**src/rtl/core/sfr_pkg.sv**
```systemverilog
// Shared types and constants for the stream find-and-replace block.
`default_nettype none

package sfr_pkg;

    localparam int BYTE_W    = 8;
    localparam int CFG_W     = 64;
    localparam int CFG_IDX_W = 2;
    localparam int LEN_IN_W  = 4;

    // register indexes on the configuration port
    localparam logic [CFG_IDX_W-1:0] REG_PATTERN_BYTES     = 2'd0;
    localparam logic [CFG_IDX_W-1:0] REG_PATTERN_LEN       = 2'd1;
    localparam logic [CFG_IDX_W-1:0] REG_REPLACEMENT_BYTES = 2'd2;
    localparam logic [CFG_IDX_W-1:0] REG_REPLACEMENT_LEN   = 2'd3;

    // control broadcast to the window cells
    typedef struct packed {
        logic accept;   // an item is taken this cycle
        logic shift;    // mismatch: each cell takes its upper neighbor's candidate, the top cell zero
    } t_win_ctl;

    // control broadcast to the output cells
    typedef struct packed {
        logic load;     // a new burst enters all lanes
        logic pop;      // head lane was taken, move down one lane
    } t_emit_ctl;

endpackage

`default_nettype wire

```
**src/rtl/core/sfr_win_cell.sv**
```systemverilog
// One window cell: holds a pending byte and compares its candidate to a pattern byte.
`default_nettype none

module sfr_win_cell
    import sfr_pkg::*;
(
    input  wire logic              i_clk,
    input  wire t_win_ctl          i_ctl,
    input  wire logic              i_ins,
    input  wire logic [BYTE_W-1:0] i_byte,
    input  wire logic [BYTE_W-1:0] i_pat,
    input  wire logic [BYTE_W-1:0] i_next,
    output logic      [BYTE_W-1:0] o_cand,
    output logic                   o_eq
);

    logic [BYTE_W-1:0] r_byte;

    // candidate: the incoming byte lands in the cell at the fill position
    assign o_cand = i_ins ? i_byte : r_byte;
    assign o_eq   = (o_cand == i_pat);

    always_ff @(posedge i_clk) begin
        if (i_ctl.accept) begin
            r_byte <= i_ctl.shift ? i_next : o_cand;
        end
    end

endmodule

`default_nettype wire

```
**src/rtl/core/sfr_emit_cell.sv**
```systemverilog
// One output lane: holds a burst byte and moves it toward the head lane.
`default_nettype none

module sfr_emit_cell
    import sfr_pkg::*;
(
    input  wire logic              i_clk,
    input  wire t_emit_ctl         i_ctl,
    input  wire logic [BYTE_W-1:0] i_load,
    input  wire logic [BYTE_W-1:0] i_next,
    output logic      [BYTE_W-1:0] o_byte
);

    logic [BYTE_W-1:0] r_byte;

    assign o_byte = r_byte;

    always_ff @(posedge i_clk) begin
        if (i_ctl.load) begin
            r_byte <= i_load;
        end else if (i_ctl.pop) begin
            r_byte <= i_next;
        end
    end

endmodule

`default_nettype wire

```
**src/rtl/core/stream_find_replace_core.sv**
```systemverilog
// Top level of the streaming find-and-replace block.
//
// Source bytes enter on the s_axis channel (tdata = byte, tlast = end of text).
// Rewritten bytes leave on the m_axis channel: tdata = byte, tlast = last result
// caused by one input item, tuser[0] = byte is data (0 only on an empty end
// marker), tuser[1] = final result of the whole text.
// The cfg port (we, index, data) sets pattern, pattern length, replacement and
// replacement length; writing the pattern length drops any pending window.
// Latency: the first result of an item is presented the cycle after it is taken.
// Throughput: one item per cycle while each item gives at most one result and the receiver is ready.
// An item that gives n results (replacement burst or end-of-text flush) holds
// the single output head lane until all n have left; the next item is taken
// in the cycle its last result leaves; items with no result hold no lane.
// A stalled receiver holds the output lanes; the input stays ready only while
// the lanes are empty or their final result is being taken.
// Reset (synchronous, active low) empties window and output lanes and loads
// pattern 0, pattern length 1, empty replacement.
`default_nettype none

module stream_find_replace_core
    import sfr_pkg::*;
#(
    parameter int MAX_PATTERN     = 8,
    parameter int MAX_REPLACEMENT = 8
) (
    input  wire logic                 i_clk,
    input  wire logic                 i_rst_n,
    // source stream
    input  wire logic                 i_s_axis_tvalid,
    output logic                      o_s_axis_tready,
    input  wire logic [BYTE_W-1:0]    i_s_axis_tdata,   // [7:0] src_byte
    input  wire logic                 i_s_axis_tlast,   // src_last
    // rewritten stream
    output logic                      o_m_axis_tvalid,
    input  wire logic                 i_m_axis_tready,
    output logic      [BYTE_W-1:0]    o_m_axis_tdata,   // [7:0] out_byte
    output logic                      o_m_axis_tlast,   // run_last
    output logic      [1:0]           o_m_axis_tuser,   // [0] out_valid, [1] text_end
    // configuration writes
    input  wire logic                 i_cfg_we,
    input  wire logic [CFG_IDX_W-1:0] i_cfg_index,
    input  wire logic [CFG_W-1:0]     i_cfg_data
);

    localparam int BURST = (MAX_PATTERN > MAX_REPLACEMENT) ? MAX_PATTERN : MAX_REPLACEMENT;
    localparam int CW    = $clog2(BURST + 1);
    localparam int PW    = $clog2(MAX_PATTERN + 1);
    localparam int RW    = (MAX_REPLACEMENT < 1) ? 1 : $clog2(MAX_REPLACEMENT + 1);

    // configuration
    logic [CFG_W-1:0] r_pat;
    logic [CFG_W-1:0] r_rep;
    logic [PW-1:0]    r_plen;
    logic [RW-1:0]    r_rlen;
    logic [PW-1:0]    n_plen;
    logic [RW-1:0]    n_rlen;
    logic [LEN_IN_W-1:0] w_len_in;

    // window
    logic [PW-1:0]     r_wcnt;
    logic [BYTE_W-1:0] w_cand [MAX_PATTERN];
    logic [MAX_PATTERN-1:0] w_eq;
    t_win_ctl          w_wctl;
    logic w_full, w_match, w_last, w_s_acc;

    // output lanes
    logic [CW-1:0]     r_ecnt;
    logic              r_ev;
    logic              r_end;
    logic [CW-1:0]     n_raw;
    logic              w_marker;
    logic [BYTE_W-1:0] w_lane [BURST];
    logic [BYTE_W-1:0] w_load [BURST];
    t_emit_ctl         w_ectl;
    logic              w_pop;

    // ---------------- configuration registers ----------------
    assign w_len_in = i_cfg_data[LEN_IN_W-1:0];

    always_comb begin
        if (w_len_in == '0) begin
            n_plen = PW'(1);
        end else if (32'(w_len_in) > MAX_PATTERN) begin
            n_plen = PW'(MAX_PATTERN);
        end else begin
            n_plen = PW'(w_len_in);
        end
        if (32'(w_len_in) > MAX_REPLACEMENT) begin
            n_rlen = RW'(MAX_REPLACEMENT);
        end else begin
            n_rlen = RW'(w_len_in);
        end
    end

    always_ff @(posedge i_clk) begin
        if (!i_rst_n) begin
            r_pat  <= '0;
            r_rep  <= '0;
            r_plen <= PW'(1);
            r_rlen <= '0;
        end else if (i_cfg_we) begin
            unique case (i_cfg_index)
                REG_PATTERN_BYTES:     r_pat  <= i_cfg_data;
                REG_PATTERN_LEN:       r_plen <= n_plen;
                REG_REPLACEMENT_BYTES: r_rep  <= i_cfg_data;
                REG_REPLACEMENT_LEN:   r_rlen <= n_rlen;
                default: ;
            endcase
        end
    end

    // ---------------- window cells ----------------
    assign w_s_acc = i_s_axis_tvalid & o_s_axis_tready;
    assign w_last  = i_s_axis_tlast;

    // window holds pattern_len - 1 bytes at most, so the new byte fills it
    assign w_full = (r_wcnt == (r_plen - PW'(1)));

    always_comb begin
        w_match = w_full;
        for (int i = 0; i < MAX_PATTERN; i++) begin
            if ((PW'(i) < r_plen) && !w_eq[i]) begin
                w_match = 1'b0;
            end
        end
    end

    assign w_wctl.accept = w_s_acc;
    assign w_wctl.shift  = w_full & ~w_match;

    for (genvar g = 0; g < MAX_PATTERN; g++) begin : g_win
        logic [BYTE_W-1:0] w_next;
        if (g == MAX_PATTERN - 1) begin : g_top
            assign w_next = '0;
        end else begin : g_mid
            assign w_next = w_cand[g+1];
        end
        sfr_win_cell u_cell (
            .i_clk  (i_clk),
            .i_ctl  (w_wctl),
            .i_ins  (r_wcnt == PW'(g)),
            .i_byte (i_s_axis_tdata),
            .i_pat  (r_pat[BYTE_W*g +: BYTE_W]),
            .i_next (w_next),
            .o_cand (w_cand[g]),
            .o_eq   (w_eq[g])
        );
    end

    // match, end of text or a pattern-length write empties the window; mismatch keeps the count
    always_ff @(posedge i_clk) begin
        if (!i_rst_n) begin
            r_wcnt <= '0;
        end else if (i_cfg_we && (i_cfg_index == REG_PATTERN_LEN)) begin
            r_wcnt <= '0;
        end else if (w_s_acc) begin
            if (w_last || w_match) begin
                r_wcnt <= '0;
            end else if (!w_full) begin
                r_wcnt <= r_wcnt + PW'(1);
            end
        end
    end

    // ---------------- burst formation ----------------
    always_comb begin
        if (w_match) begin
            n_raw = CW'(r_rlen);
        end else if (w_full) begin
            n_raw = w_last ? CW'(r_plen) : CW'(1);
        end else begin
            n_raw = w_last ? (CW'(r_wcnt) + CW'(1)) : '0;
        end
    end

    // only a deleted match on the final item leaves nothing to send
    assign w_marker = w_last & (n_raw == '0);

    for (genvar g = 0; g < BURST; g++) begin : g_load
        logic [BYTE_W-1:0] w_win_byte;
        if (g < MAX_PATTERN) begin : g_w
            assign w_win_byte = w_cand[g];
        end else begin : g_z
            assign w_win_byte = '0;
        end
        assign w_load[g] = w_marker ? '0 :
                           w_match  ? r_rep[BYTE_W*g +: BYTE_W] : w_win_byte;
    end

    // ---------------- output lanes ----------------
    assign w_pop       = o_m_axis_tvalid & i_m_axis_tready;
    assign w_ectl.pop  = w_pop;
    assign w_ectl.load = w_s_acc & ((n_raw != '0) | w_last);

    for (genvar g = 0; g < BURST; g++) begin : g_emit
        logic [BYTE_W-1:0] w_next;
        if (g == BURST - 1) begin : g_top
            assign w_next = '0;
        end else begin : g_mid
            assign w_next = w_lane[g+1];
        end
        sfr_emit_cell u_cell (
            .i_clk  (i_clk),
            .i_ctl  (w_ectl),
            .i_load (w_load[g]),
            .i_next (w_next),
            .o_byte (w_lane[g])
        );
    end

    always_ff @(posedge i_clk) begin
        if (!i_rst_n) begin
            r_ecnt <= '0;
            r_ev   <= 1'b0;
            r_end  <= 1'b0;
        end else if (w_ectl.load) begin
            r_ecnt <= w_marker ? CW'(1) : n_raw;
            r_ev   <= ~w_marker;
            r_end  <= w_last;
        end else if (w_pop) begin
            r_ecnt <= r_ecnt - CW'(1);
        end
    end

    // take a new item while the lanes are empty or their last result leaves
    assign o_s_axis_tready = (r_ecnt == '0) | ((r_ecnt == CW'(1)) & i_m_axis_tready);

    assign o_m_axis_tvalid   = (r_ecnt != '0);
    assign o_m_axis_tdata    = w_lane[0];
    assign o_m_axis_tlast    = (r_ecnt == CW'(1));
    assign o_m_axis_tuser[0] = r_ev;
    assign o_m_axis_tuser[1] = r_end & o_m_axis_tlast;

    // ---------------- assertions ----------------
    a_wcnt_below_plen: assert property (@(posedge i_clk) disable iff (!i_rst_n)
        r_wcnt < r_plen)
        else $error("window count reached pattern length");

    a_ecnt_bound: assert property (@(posedge i_clk) disable iff (!i_rst_n)
        32'(r_ecnt) <= BURST)
        else $error("burst count exceeds lane count");

    a_last_empties: assert property (@(posedge i_clk) disable iff (!i_rst_n)
        (w_s_acc && w_last) |=> (r_wcnt == '0))
        else $error("window not empty after end of text");

    a_marker_at_end: assert property (@(posedge i_clk) disable iff (!i_rst_n)
        (o_m_axis_tvalid && !o_m_axis_tuser[0]) |-> o_m_axis_tuser[1])
        else $error("empty marker outside end of text");

endmodule

`default_nettype wire
```
**config.mk**
```make
export PLATFORM = sky130hd
export DESIGN_NAME = stream_find_replace_core
export DESIGN_NICKNAME = d
export VERILOG_FILES = /design/src/rtl/core/sfr_pkg.sv /design/src/rtl/core/sfr_win_cell.sv /design/src/rtl/core/sfr_emit_cell.sv /design/src/rtl/core/stream_find_replace_core.sv
export SDC_FILE = /design/constraint.sdc
export NUM_CORES = 1
export LEC_CHECK = 0
export ABC_AREA = 0
export ABC_CLOCK_PERIOD_IN_PS = 7800
export BUFFER_PORTS_ARGS = -buffer_cell sky130_fd_sc_hd__buf_4
export CAP_MARGIN = 20
export CORE_AREA = 10 10 204 129
export CTS_CLUSTER_SIZE = 40
export DETAILED_ROUTE_END_ITERATION = 7
export DIE_AREA = 0 0 214 139
export PLACE_DENSITY = 0.9
export SKIP_CTS_REPAIR_TIMING = 1
export SYNTH_ARGS = -nofsm -noshare
export SYNTH_HDL_FRONTEND = slang
export SYNTH_SLANG_ARGS = --single-unit
```
**constraint.sdc**
```tcl
create_clock -name i_clk -period 7.8 [get_ports i_clk]
set_clock_uncertainty 0.2 [all_clocks]
set_input_delay 0.39 -clock i_clk [delete_from_list [all_inputs] [get_ports i_clk]]
set_output_delay 0.39 -clock i_clk [all_outputs]
set_load 0.02 [all_outputs]
```
## Word level (Yosys, flattened, before mapping)

Index checks and enable logic that the tools add are counted.

- Logic and storage cells: 167
- Register bits: 274

- Reductions and logical operators: 32
- Eq/ne operators: 21
- Multiplexer cells: 66
- $lt $le $gt $ge: 9
- Bitwise gates (word level): 12
- Add/subtract/negate cells: 3

Operators by type and width:

| kind | count |
|---|---|
| 2-to-1 mux 8 bit | 47 |
| == test 8 bit | 8 |
| 2-to-1 mux 4 bit | 11 |
| == test 4 x 3 -> 1 bit, second input constant | 4 |
| logical NOT 4 bit | 4 |
| less-than comparator 3 x 4 -> 1 bit, first input constant | 4 |
| AND reduction 2 bit | 5 |
| logical AND 1 bit | 9 |
| == test 4 x 1 -> 1 bit, second input constant | 2 |
| == test 4 x 2 -> 1 bit, second input constant | 2 |
| logical NOT 1 bit | 8 |
| less-than comparator 1 x 4 -> 1 bit, first input constant | 2 |
| less-than comparator 2 x 4 -> 1 bit, first input constant | 2 |
| 2-to-1 mux 1 bit | 8 |
| nonzero test 4 bit | 2 |
| subtractor 4 x 1 -> 4 bit, second input constant | 2 |
| bitwise AND 1 bit | 7 |
| adder 4 x 1 -> 4 bit, second input constant | 1 |
| == test 2 bit, second input constant | 2 |
| == test 4 bit | 1 |
| > comparator 4 bit, second input constant | 1 |
| inverter 1 bit | 3 |
| == test 2 x 1 -> 1 bit, second input constant | 1 |
| logical NOT 2 bit | 1 |
| 5 further kinds | 6 |

## Longest topological paths before layout

Gate-level depths: netlist (run 1).

- Depth after elaboration: 18
- Mapped depth: 17
- Mapped depth without buffers: 13

## Hierarchy

A second synthesis (run 1) with hierarchy kept.

- Cells, all modules: 1390
- Area, all modules: 14561.5 µm²

By module, submodules not included:

| module | sequential area each (µm²) | cells each | area each (µm²) | instances |
|---|---|---|---|---|
| stream_find_replace_core | 2922.8 | 950 | 7064.3 | 1 |
| sfr_win_cell | 240.2 | 37 | 559.3 | 8 |
| sfr_emit_cell | 240.2 | 18 | 377.9 | 8 |

## Least setup slack after synthesis (run 1)

Ideal clock, no wire load.

- Path type: register -> register
- Start: reg r_wcnt[0]
- End: reg g_emit[0].u_cell.r_byte[0], enable pin
- Path slack: 2.027 ns
- Stages on the path, launching flop included: 16
- Data arrival time: 4.727 ns
- Cells stage by stage: dfxtp_1 > inv_1 > ha_1 > nand3b_2 > buf_2 > mux2i_4 > xor2_1 > nand3_1 > or4_1 > a222oi_1 > a22o_1 > o211a_1 > a311oi_4 > buf_6 > buf_4 > nand3b_1

- Longest elaborated chain between the ends: 18
- Elaborated cells on any way between the ends: 57
- Classes of those cells: add/sub: 1; eq/ne: 16; mux: 19; bitwise: 2; reduce/logical: 19

RTL lines:

| element | line | source |
|---|---|---|
| start: declaration | stream_find_replace_core.sv:60 | `logic [PW-1:0] r_wcnt;` |
| start signal: assignment | stream_find_replace_core.sv:160 | `r_wcnt <= r_wcnt + PW'(1);` |
| logical NOT 4 bit | stream_find_replace_core.sv:141 | `.i_ins (r_wcnt == PW'(g)),` |
| 2-to-1 mux 8 bit | sfr_win_cell.sv:20 | `assign o_cand = i_ins ? i_byte : r_byte;` |
| == test 8 bit | sfr_win_cell.sv:21 | `assign o_eq = (o_cand == i_pat);` |
| logical NOT 1 bit | stream_find_replace_core.sv:122 | `if ((PW'(i) < r_plen) && !w_eq[i]) begin` |
| logical AND 1 bit | stream_find_replace_core.sv:122 |  |
| 2-to-1 mux 1 bit (8 in a row) | stream_find_replace_core.sv:122 |  |
| 2-to-1 mux 4 bit * | stream_find_replace_core.sv:167 | `if (w_match) begin` |
| nonzero test 4 bit * | stream_find_replace_core.sv:193 | `assign w_ectl.load = w_s_acc & ((n_raw != '0) \| w_last);` |
| bitwise OR 1 bit * | stream_find_replace_core.sv:193 |  |
| bitwise AND 1 bit * | stream_find_replace_core.sv:193 |  |
| nonzero test 2 bit (no source line) * | - |  |
| end signal: assignment | sfr_emit_cell.sv:20 | `r_byte <= i_load;` |
| end signal: assignment | sfr_emit_cell.sv:22 | `r_byte <= i_next;` |
| end: declaration | sfr_emit_cell.sv:14 | `logic [BYTE_W-1:0] r_byte;` |

Every way passes the cells marked *; elsewhere a longest branch is shown, timed or not.
A chain may end at the register's enable or synchronous reset.

## Worst setup path after layout (run 1)

- Start: reg r_wcnt[0]
- End: reg g_emit[0].u_cell.r_byte[1], data pin

- Longest elaborated chain between the ends: 18
- Elaborated cells on any way between the ends: 61
- Classes of those cells: add/sub: 1; eq/ne: 16; mux: 22; bitwise: 3; reduce/logical: 19

RTL lines:

| element | line | source |
|---|---|---|
| logical NOT 4 bit | stream_find_replace_core.sv:141 |  |
| 2-to-1 mux 8 bit | sfr_win_cell.sv:20 |  |
| == test 8 bit | sfr_win_cell.sv:21 |  |
| logical NOT 1 bit | stream_find_replace_core.sv:122 |  |
| logical AND 1 bit | stream_find_replace_core.sv:122 |  |
| 2-to-1 mux 1 bit (8 in a row) | stream_find_replace_core.sv:122 |  |
| 2-to-1 mux 4 bit | stream_find_replace_core.sv:167 |  |
| logical NOT 4 bit or nonzero test 4 bit (tied branches) | stream_find_replace_core.sv:177, stream_find_replace_core.sv:193 |  |
| bitwise AND 1 bit or bitwise OR 1 bit (tied branches) | stream_find_replace_core.sv:177, stream_find_replace_core.sv:193 |  |
| 2-to-1 mux 8 bit or bitwise AND 1 bit (tied branches) | stream_find_replace_core.sv:186, stream_find_replace_core.sv:193 |  |
| 2-to-1 mux 8 bit * | sfr_emit_cell.sv:19 | `if (i_ctl.load) begin` |

Marks and branches as above.

==> key figures, run 1 <==
Routing
  – Antenna Nets Post-Route: 0
  – Routed WL: roughly 40000 um
  – Vias per cell: between 6 and 7
  – Wire per inst: around 21 um
  – Drt pass-1 iters: 6
  – Initial DRC Count: 1695
  – Post-route DRC: 0
  – Total number of vias: between 10000 and 15000

Timing
  – Relative slew slack: between 20% and 30%
  – Tmin final: a little under 6 ns
  – Final-report hold violation count: 0
  – Fmax: approximately 0.17 GHz
  – RSZ-0062 raised after global routing: no
  – Post-route clock period utilization: around 75%
  – Worst-margin pin slew: roughly 1.1 ns
  – Final WS setup: around 1.9 ns
  – Max-slew violations: 0
  – Final setup fails: 0
  – Aggregate negative setup slack: 0 ns

Clocking
  – Clock Path Buffers: 3
  – Total CTS buffers: 25
  – Num Clock Sinks: 274
  – H-Tree Depth: 1
  – Root buffer cell: clkbuf_16
  – Clk_lat worst skew: 0.55 ns
  – CTS clock-pin slew for the worst setup and hold paths: around 0.070 ns
  – TritonCTS clock tree: done

Floorplanning
  – Initial Util: 59.9%
  – Core area: between 20000 and 25000 um2
  – Die X: around 210 um
  – IO Count: 93
  – DIE HEIGHT: roughly 140 um
  – Site row count: between 40 and 50
  – Die ar.: approximately 30000 um2

Layout
  – Synthesis-to-finish area growth: 16.6%
  – Nets@finish: ~1700
  – Antenna cells: 0
  – Share of layout cells above drive strength 1: approximately 10%
  – Finished Layout Cells: 1903
  – Fin area: ~16000 um2

Yosys
  – Commonest cells in the netlist: nand2_1 (331), a21oi_1 (218), mux2i_1 (164)
  – Mean area per synthesized cell: approximately 9 um2
  – Post-synth EDFFs: approximately 130
  – Syn_nets: between 1500 and 2000
  – Cell variety after synth: 65
  – #FFs+latches synth: ~270
  – Most common cell in the netlist: nand2_1
  – Ys flop type: dfxtp_1
  – Area leader, netlist: edfxtp_1
  – Yosys warnings: 0
  – Syn Inst Count: roughly 1500
  – Synth async-reset ratio: 0%
  – Netlist Area Pre-Place: around 14000 um2
  – Sequential-to-total area share from yosys stat: between 40% and 50%
  – Synth top area cells: edfxtp_1 (28%), dfxtp_1 (22%), mux2i_1 (12%)
  – Yosys top cell area share: roughly 28%

Critical path
  – CP required: just under 8 ns
  – Data arrival, critical path: 5.93 ns
  – Crit path launch type: register
  – CP cell instances: inv_1, ha_1, nor3b_2, mux2i_1, nor2_1, a2111oi_0, nand4_1, nor4_1, a22o_1, o21ai_2, buf_8, a311oi_4, buf_4, buf_4, mux2i_1
  – Buffers plus inverters on the worst setup path: 4
  – Crit-path leading delay family: simple AND/OR/NAND/NOR gates
  – Instance count on the critical path: 15
  – Slowest stage cell, crit path: nor3b_2
  – Reg2reg path depth: 15
  – CP endpoint kind: register
  – Critical path's largest stage delay: 0.92 ns
  – Setup CP Type: reg -> reg
  – Crit-path max FO: 54

Placement
  – Placed cell count: ~1800
  – Hpwl dp: 26400 um
  – Routability cong.: around 0.97
  – Placed Instance Area: 14300 um2
  – Port buffer count: 92
  – Pre-CTS setup slack: between 1.5 and 2 ns

Run status
  – Status: finished, final reports clean

Flow run
  – Max cap viols: 0

Power and ir drop
  – Pleak: around 6.3 nW
  – Peak VDD IR: ~300 uV
  – Cell Pwr Density: roughly 340 nW/um2

Global routing
  – GRT overflow: 0
  – Total track usage: 25.2%
  – Vias in the first global route: 10900
  – Global-route wire length before repair: between 60000 and 70000 um
  – Largest net degree at the start of global routing: between 80 and 90
  – Initial antenna violation count: 0

Min path
  – Worst min path class: in -> reg
  – Hold depth: 3
[metrics by stage]
stage,power [W],hold WS [ns],utilization (%)
2_1_floorplan,0.00358,0.236,-
3_3_place_gp,0.00404,0.244,63.3
3_5_place_dp,0.00414,0.247,63.3
4_1_cts,0.00535,-0.123,66.8
5_1_grt,0.00565,0.0861,69.9
6_report,0.00542,0.0903,69.9
[sequential cells by signal, summed over array words and instances, names as in the netlist]
| signal | flops |
|---|---|
| g_emit.u_cell.o_byte | 64 |
| g_win.u_cell.r_byte | 64 |
| r_ecnt | 4 |
| r_end | 1 |
| r_ev | 1 |
| r_pat | 64 |
| r_plen | 4 |
| r_rep | 64 |
| r_rlen | 4 |
| r_wcnt | 4 |
[power by group]
group	switching [W]	internal, W	total (W)
registers	0.000187	0.00214	0.00233
clock network	0.000554	0.000665	0.00122
logic	0.00121	0.000663	0.00187
[final timing paths]
check / start / end / slack (ns)
setup / recovery: r_wcnt[0] / g_emit[0].u_cell.o_byte[1] / 1.92
hold / removal: i_s_axis_tvalid / r_ecnt[1] / 0.09
setup reg to reg: r_wcnt[0] / g_emit[0].u_cell.o_byte[1] / 1.92
hold reg to reg: r_rep[10] / r_rep[10] / 0.26
[layer usage]
metal,vias up,part of all wire [%],GRT usage (%)
li1,5322,-,-
met1,5601,41,35.1
met2,807,44,37.7
met3,109,12,6.14
met4,0,2.9,7.86
met5,-,0,0
[kinds of logic after synthesis]
group / count (synthesis) / synth area share [%]
compound gates: 311 / 13.4
fa+ha+maj: 10 / 0.922
simple gates: 521 / 16.2
xor+xnor: 36 / 2.32
buf+inv: 149 / 4.65
mux: 169 / 12.7
flops: 274 / 49.8
[cells in the final DEF, fill, tap and decap left out, types with 34 or more instances in the layout]
cell type and n:
nand2_1 330, a21oi_1 218, mux2i_1 164, dfxtp_1 146, edfxtp_1 128, nor2_1 107, buf_4 104, dlygate4sd3_1 67
inv_1 47, o22ai_1 34
[tightest hold or removal path: stages]
cell	delay, ns
buf_4	0.08
and3_1	0.21
o41ai_1	0.10
[final cells by class]
class,instances,area (um2)
Fill cell,1612,6820
Sequential cell,274,6770
Multi-Input combinational cell,1047,6210
Timing Repair Buffer,173,1480
Clock buffer,39,749
Tap cell,315,394
Inverter,49,186
Clock inverter,6,43.8
(Power assumes the default switching activity.)
==> inputs of run 2 (changes only) <==
--- a/config.mk
+++ b/config.mk
@@ -6,14 +6,14 @@
 export NUM_CORES = 1
 export LEC_CHECK = 0
 export ABC_AREA = 0
-export ABC_CLOCK_PERIOD_IN_PS = 7800
+export ABC_CLOCK_PERIOD_IN_PS = 5100
 export BUFFER_PORTS_ARGS = -buffer_cell sky130_fd_sc_hd__buf_4
 export CAP_MARGIN = 20
-export CORE_AREA = 10 10 204 129
+export CORE_AREA = 10 10 214 135
 export CTS_CLUSTER_SIZE = 40
 export DETAILED_ROUTE_END_ITERATION = 7
-export DIE_AREA = 0 0 214 139
-export PLACE_DENSITY = 0.9
+export DIE_AREA = 0 0 224 145
+export PLACE_DENSITY = 0.86
 export SKIP_CTS_REPAIR_TIMING = 1
 export SYNTH_ARGS = -nofsm -noshare
 export SYNTH_HDL_FRONTEND = slang
==> constraint.sdc (replaced) <==
create_clock -name i_clk -period 5.1 [get_ports i_clk]
set_clock_uncertainty 0.2 [all_clocks]
set_input_delay 0.255 -clock i_clk [delete_from_list [all_inputs] [get_ports i_clk]]
set_output_delay 0.255 -clock i_clk [all_outputs]
set_load 0.02 [all_outputs]
==> run 2 against run 1 <==
  * Largest power group unchanged
  * Sequential share of layout area down 1.2 points
  * Power grew 58%
  * Critical endpoint unchanged
  * The flow now finishes with violations (negative hold slack)
  * Worst setup slack worse by 1.4 ns
  * Flip-flop and latch count unchanged
  * Via count decreased by 1.2%
  * Largest cell class unchanged
  * Wire length rose by 1.7%
==> key figures, run 2 (synthesis gave the netlist of run 1 again) <==
Critical path
  – Setup CP Type: reg -> reg
  – Critical path's largest stage delay: 0.47 ns (-0.45 ns)
  – Data arrival, critical path: 4.62 ns (-1.31 ns)
  – Buffers plus inverters on the worst setup path: 3 (-1)
  – Crit path launch type: register
  – CP cell instances: inv_2, ha_4, nor3b_2, buf_4, mux2i_4, nor2_1, a2111oi_0, nand4_1, nor4_1, a22o_1, o21ai_2, a311oi_4, nand3b_1, buf_12
  – Critical Path Start: r_wcnt[0]
  – Slowest stage cell, crit path: a2111oi_0
  – CP required: 5.14 ns (-2.71 ns)
  – R2R Path Start: r_wcnt[0]
  – Internal reg-to-reg setup slack: 0.52 ns (-1.40 ns)
  – Crit-path max FO: 33 (-39%)
  – Reg2reg path depth: 14 (-1)
  – Crit-path leading delay family: simple AND/OR/NAND/NOR gates
  – CP endpoint kind: register
  – Instance count on the critical path: 14 (-1)
  – R2r endpoint: g_emit[0].u_cell.o_byte[1]
  – CP Capture Point: g_emit[0].u_cell.o_byte[1]

Layout
  – Share of layout cells above drive strength 1: 13.2% (+2.9 points)
  – Synthesis-to-finish area growth: 20.1%
  – Most frequent cells in the layout: nand2_1 (330), a21oi_1 (214), mux2i_1 (154)
  – Nets@finish: 1686 (+1.6%)
  – Fin area: 16300 um2 (+3.0%)
  – Most common cell after layout, fill and taps aside: nand2_1
  – Antenna cells: 0 (unchanged)
  – Fillers: 1968 (+22%)
  – Finished Layout Cells: 1945 (+2.2%)
  – Final core utilization: 65.4% (-4.5 points)

Power and ir drop
  – Cell Pwr Density: 526 nW/um2 (+54%)
  – Internal: 0.00553 W (+59%)
  – Clock network fraction of total power: 22.7% (+0.2 points)
  – Peak VDD IR: 311 uV (+3.9%)
  – Pleak: 6.48 nW (+3.2%)
  – P_sw: 0.00304 W (+56%)
  – Sw frac: 35.5% (-0.49 points)
  – Combinational power share: 35.6% (+1.1 points)
  – Sequential share of power: 41.6% (-1.4 points)

Timing
  – Relative slew slack: 24.6% (+1.4 points)
  – Final setup fails: 0 (unchanged)
  – Worst-margin pin slew: 1.13 ns (-0.0163 ns)
  – RSZ-0062 raised after global routing: no
  – Fin Hold WS: -0.0133 ns (-0.104 ns)
  – Final-report hold violation count: 1 (+1)
  – Fmax: 0.218 GHz (+28%)
  – Tmin final: 4.58 ns (-1.30 ns)
  – Post-route clock period utilization: 89.8% (+14 points)
  – Max-slew violations: 0 (unchanged)

Run status
  – Violated checks: negative hold slack
  – Status: complete, but fails checks

Clocking
  – Clk_lat worst skew: 0.55 ns (about the same)
  – CTS clock-pin slew for the worst setup and hold paths: 0.07 ns (about the same)
  – TritonCTS clock tree: done
  – H-Tree Depth: 1 (unchanged)
  – Num Clock Sinks: 274 (unchanged)
  – Clock Path Buffers: 3 (unchanged)
  – Total CTS buffers: 26 (+4.0%)
  – Root buffer cell: clkbuf_16

Routing
  – Drt pass-1 iters: 6 (unchanged)
  – Total number of vias: 11700 (-1.2%)
  – Antenna Nets Post-Route: 0 (unchanged)
  – Routed WL: 41100 um (+1.7%)
  – Vias per cell: 6.01 (-3.3%)
  – Post-route DRC: 0 (unchanged)
  – Wire per inst: 21.1 um (-0.46%)
  – Initial DRC Count: 1610 (-5.0%)

Min path
  – Worst min path class: in -> reg

Global routing
  – Vias in the first global route: 10700 (-1.4%)
  – Initial antenna violation count: 0 (unchanged)
  – GRT overflow: 0 (unchanged)
  – Largest net degree at the start of global routing: 79 (-2.5%)
  – Global-route wire length before repair: 62300 um (+2.3%)
  – Total track usage: 23.8% (-1.3 points)

Placement
  – Placed cell count: 1829 (+2.2%)
  – Hpwl dp: 27500 um (+4.2%)
  – Port buffer count: 92 (unchanged)
  – Placed Instance Area: 14800 um2 (+3.0%)
  – Routability cong.: 0.942 (-2.7%)

Floorplanning
  – Initial Util: 54.4% (-5.5 points)
  – Core area: 24900 um2 (+10%)
  – Die X: 224 um (+4.7%)
  – DIE HEIGHT: 145 um (+4.3%)
  – IO Count: 93 (unchanged)
  – Die ar.: 32500 um2 (+9.2%)
  – Site row count: 45 (+4.7%)

Flow run
  – Max cap viols: 0 (unchanged)
==> run 2: changes by cell type in the layout (fill, tap and decap cells not counted), sizes merged <==
cell | previous run | this run
buf | 106 | 130
clkinv | 3 | 8
inv | 52 | 50
clkbuf | 39 | 38
clkinvlp | 0 | 1
dlygate4sd3 | 67 | 68
==> run 2: how the worst min path moves through the flow <==
stage | cells past startpoint | slack (ns) | from | endpoint
floorplan | 1 | 0.16 | i_cfg_data[3] | r_plen[0]
global placement | 2 | 0.24 | r_rep[7] | r_rep[7]
detailed placement | 2 | 0.25 | r_rep[52] | r_rep[52]
CTS | 3 | -0.26 | i_cfg_data[62] | r_pat[62]
global route | 5 | 0.06 | i_m_axis_tready | r_ecnt[2]
finish | 5 | -0.01 | i_m_axis_tready | r_ecnt[2]
==> run 2: through the flow <==
| step | power, W | setup slack [ns] | setup TNS, ns |
|---|---|---|---|
| after floorplan | 0.00553 | -0.351 | -22.44 |
| after global placement | 0.00644 | 0.695 | 0 |
| final | 0.00857 | 0.519 | 0 |
| after detailed placement | 0.00654 | 0.683 | 0 |
| after CTS | 0.00848 | 0.581 | 0 |
| after global routing | 0.00897 | 0.204 | 0 |
==> run 2: routing by layer <==
| metal | track usage [%] | vias up | share of wire [%] |
|---|---|---|---|
| met2 | 34.6 | 668 | 43 |
| met3 | 5.25 | 64 | 12 |
| met5 | 0 | - | 0 |
| met1 | 35.3 | 5593 | 43 |
| li1 | - | 5371 | - |
| met4 | 4.95 | 0 | 1.9 |
==> run 2: cell type report <==
cell class              instances  area (um2)  share of cell area, %
repair buffers                198        1730                   10.6
clock inverters                10        60.1                  0.368
flip-flops and latches        274        6770                   41.5
well taps                     329         412                   2.52
inverters                      49         186                   1.14
multi-input cells            1047        6350                   39.0
clock buffers                  38         790                   4.84
==> run 2: power groups by stage <==
stage                     sequential, W  combinational, W  clock, W
final                           0.00357           0.00306   0.00195
after global routing            0.00361           0.00331   0.00205
after CTS                       0.00356           0.00297   0.00195
after detailed placement        0.00360           0.00294         0
after global placement          0.00358           0.00286         0
after floorplan                 0.00357           0.00196         0
==> run 2: worst register-to-register path, cell delays in order (launching register included) <==
cell	delay, ns
dfxtp_4	0.38
inv_2	0.11
ha_4	0.16
nor3b_2	0.16
buf_4	0.28
mux2i_4	0.36
nor2_1	0.07
a2111oi_0	0.47
nand4_1	0.37
nor4_1	0.46
a22o_1	0.26
o21ai_2	0.10
a311oi_4	0.31
nand3b_1	0.28
buf_12	0.26
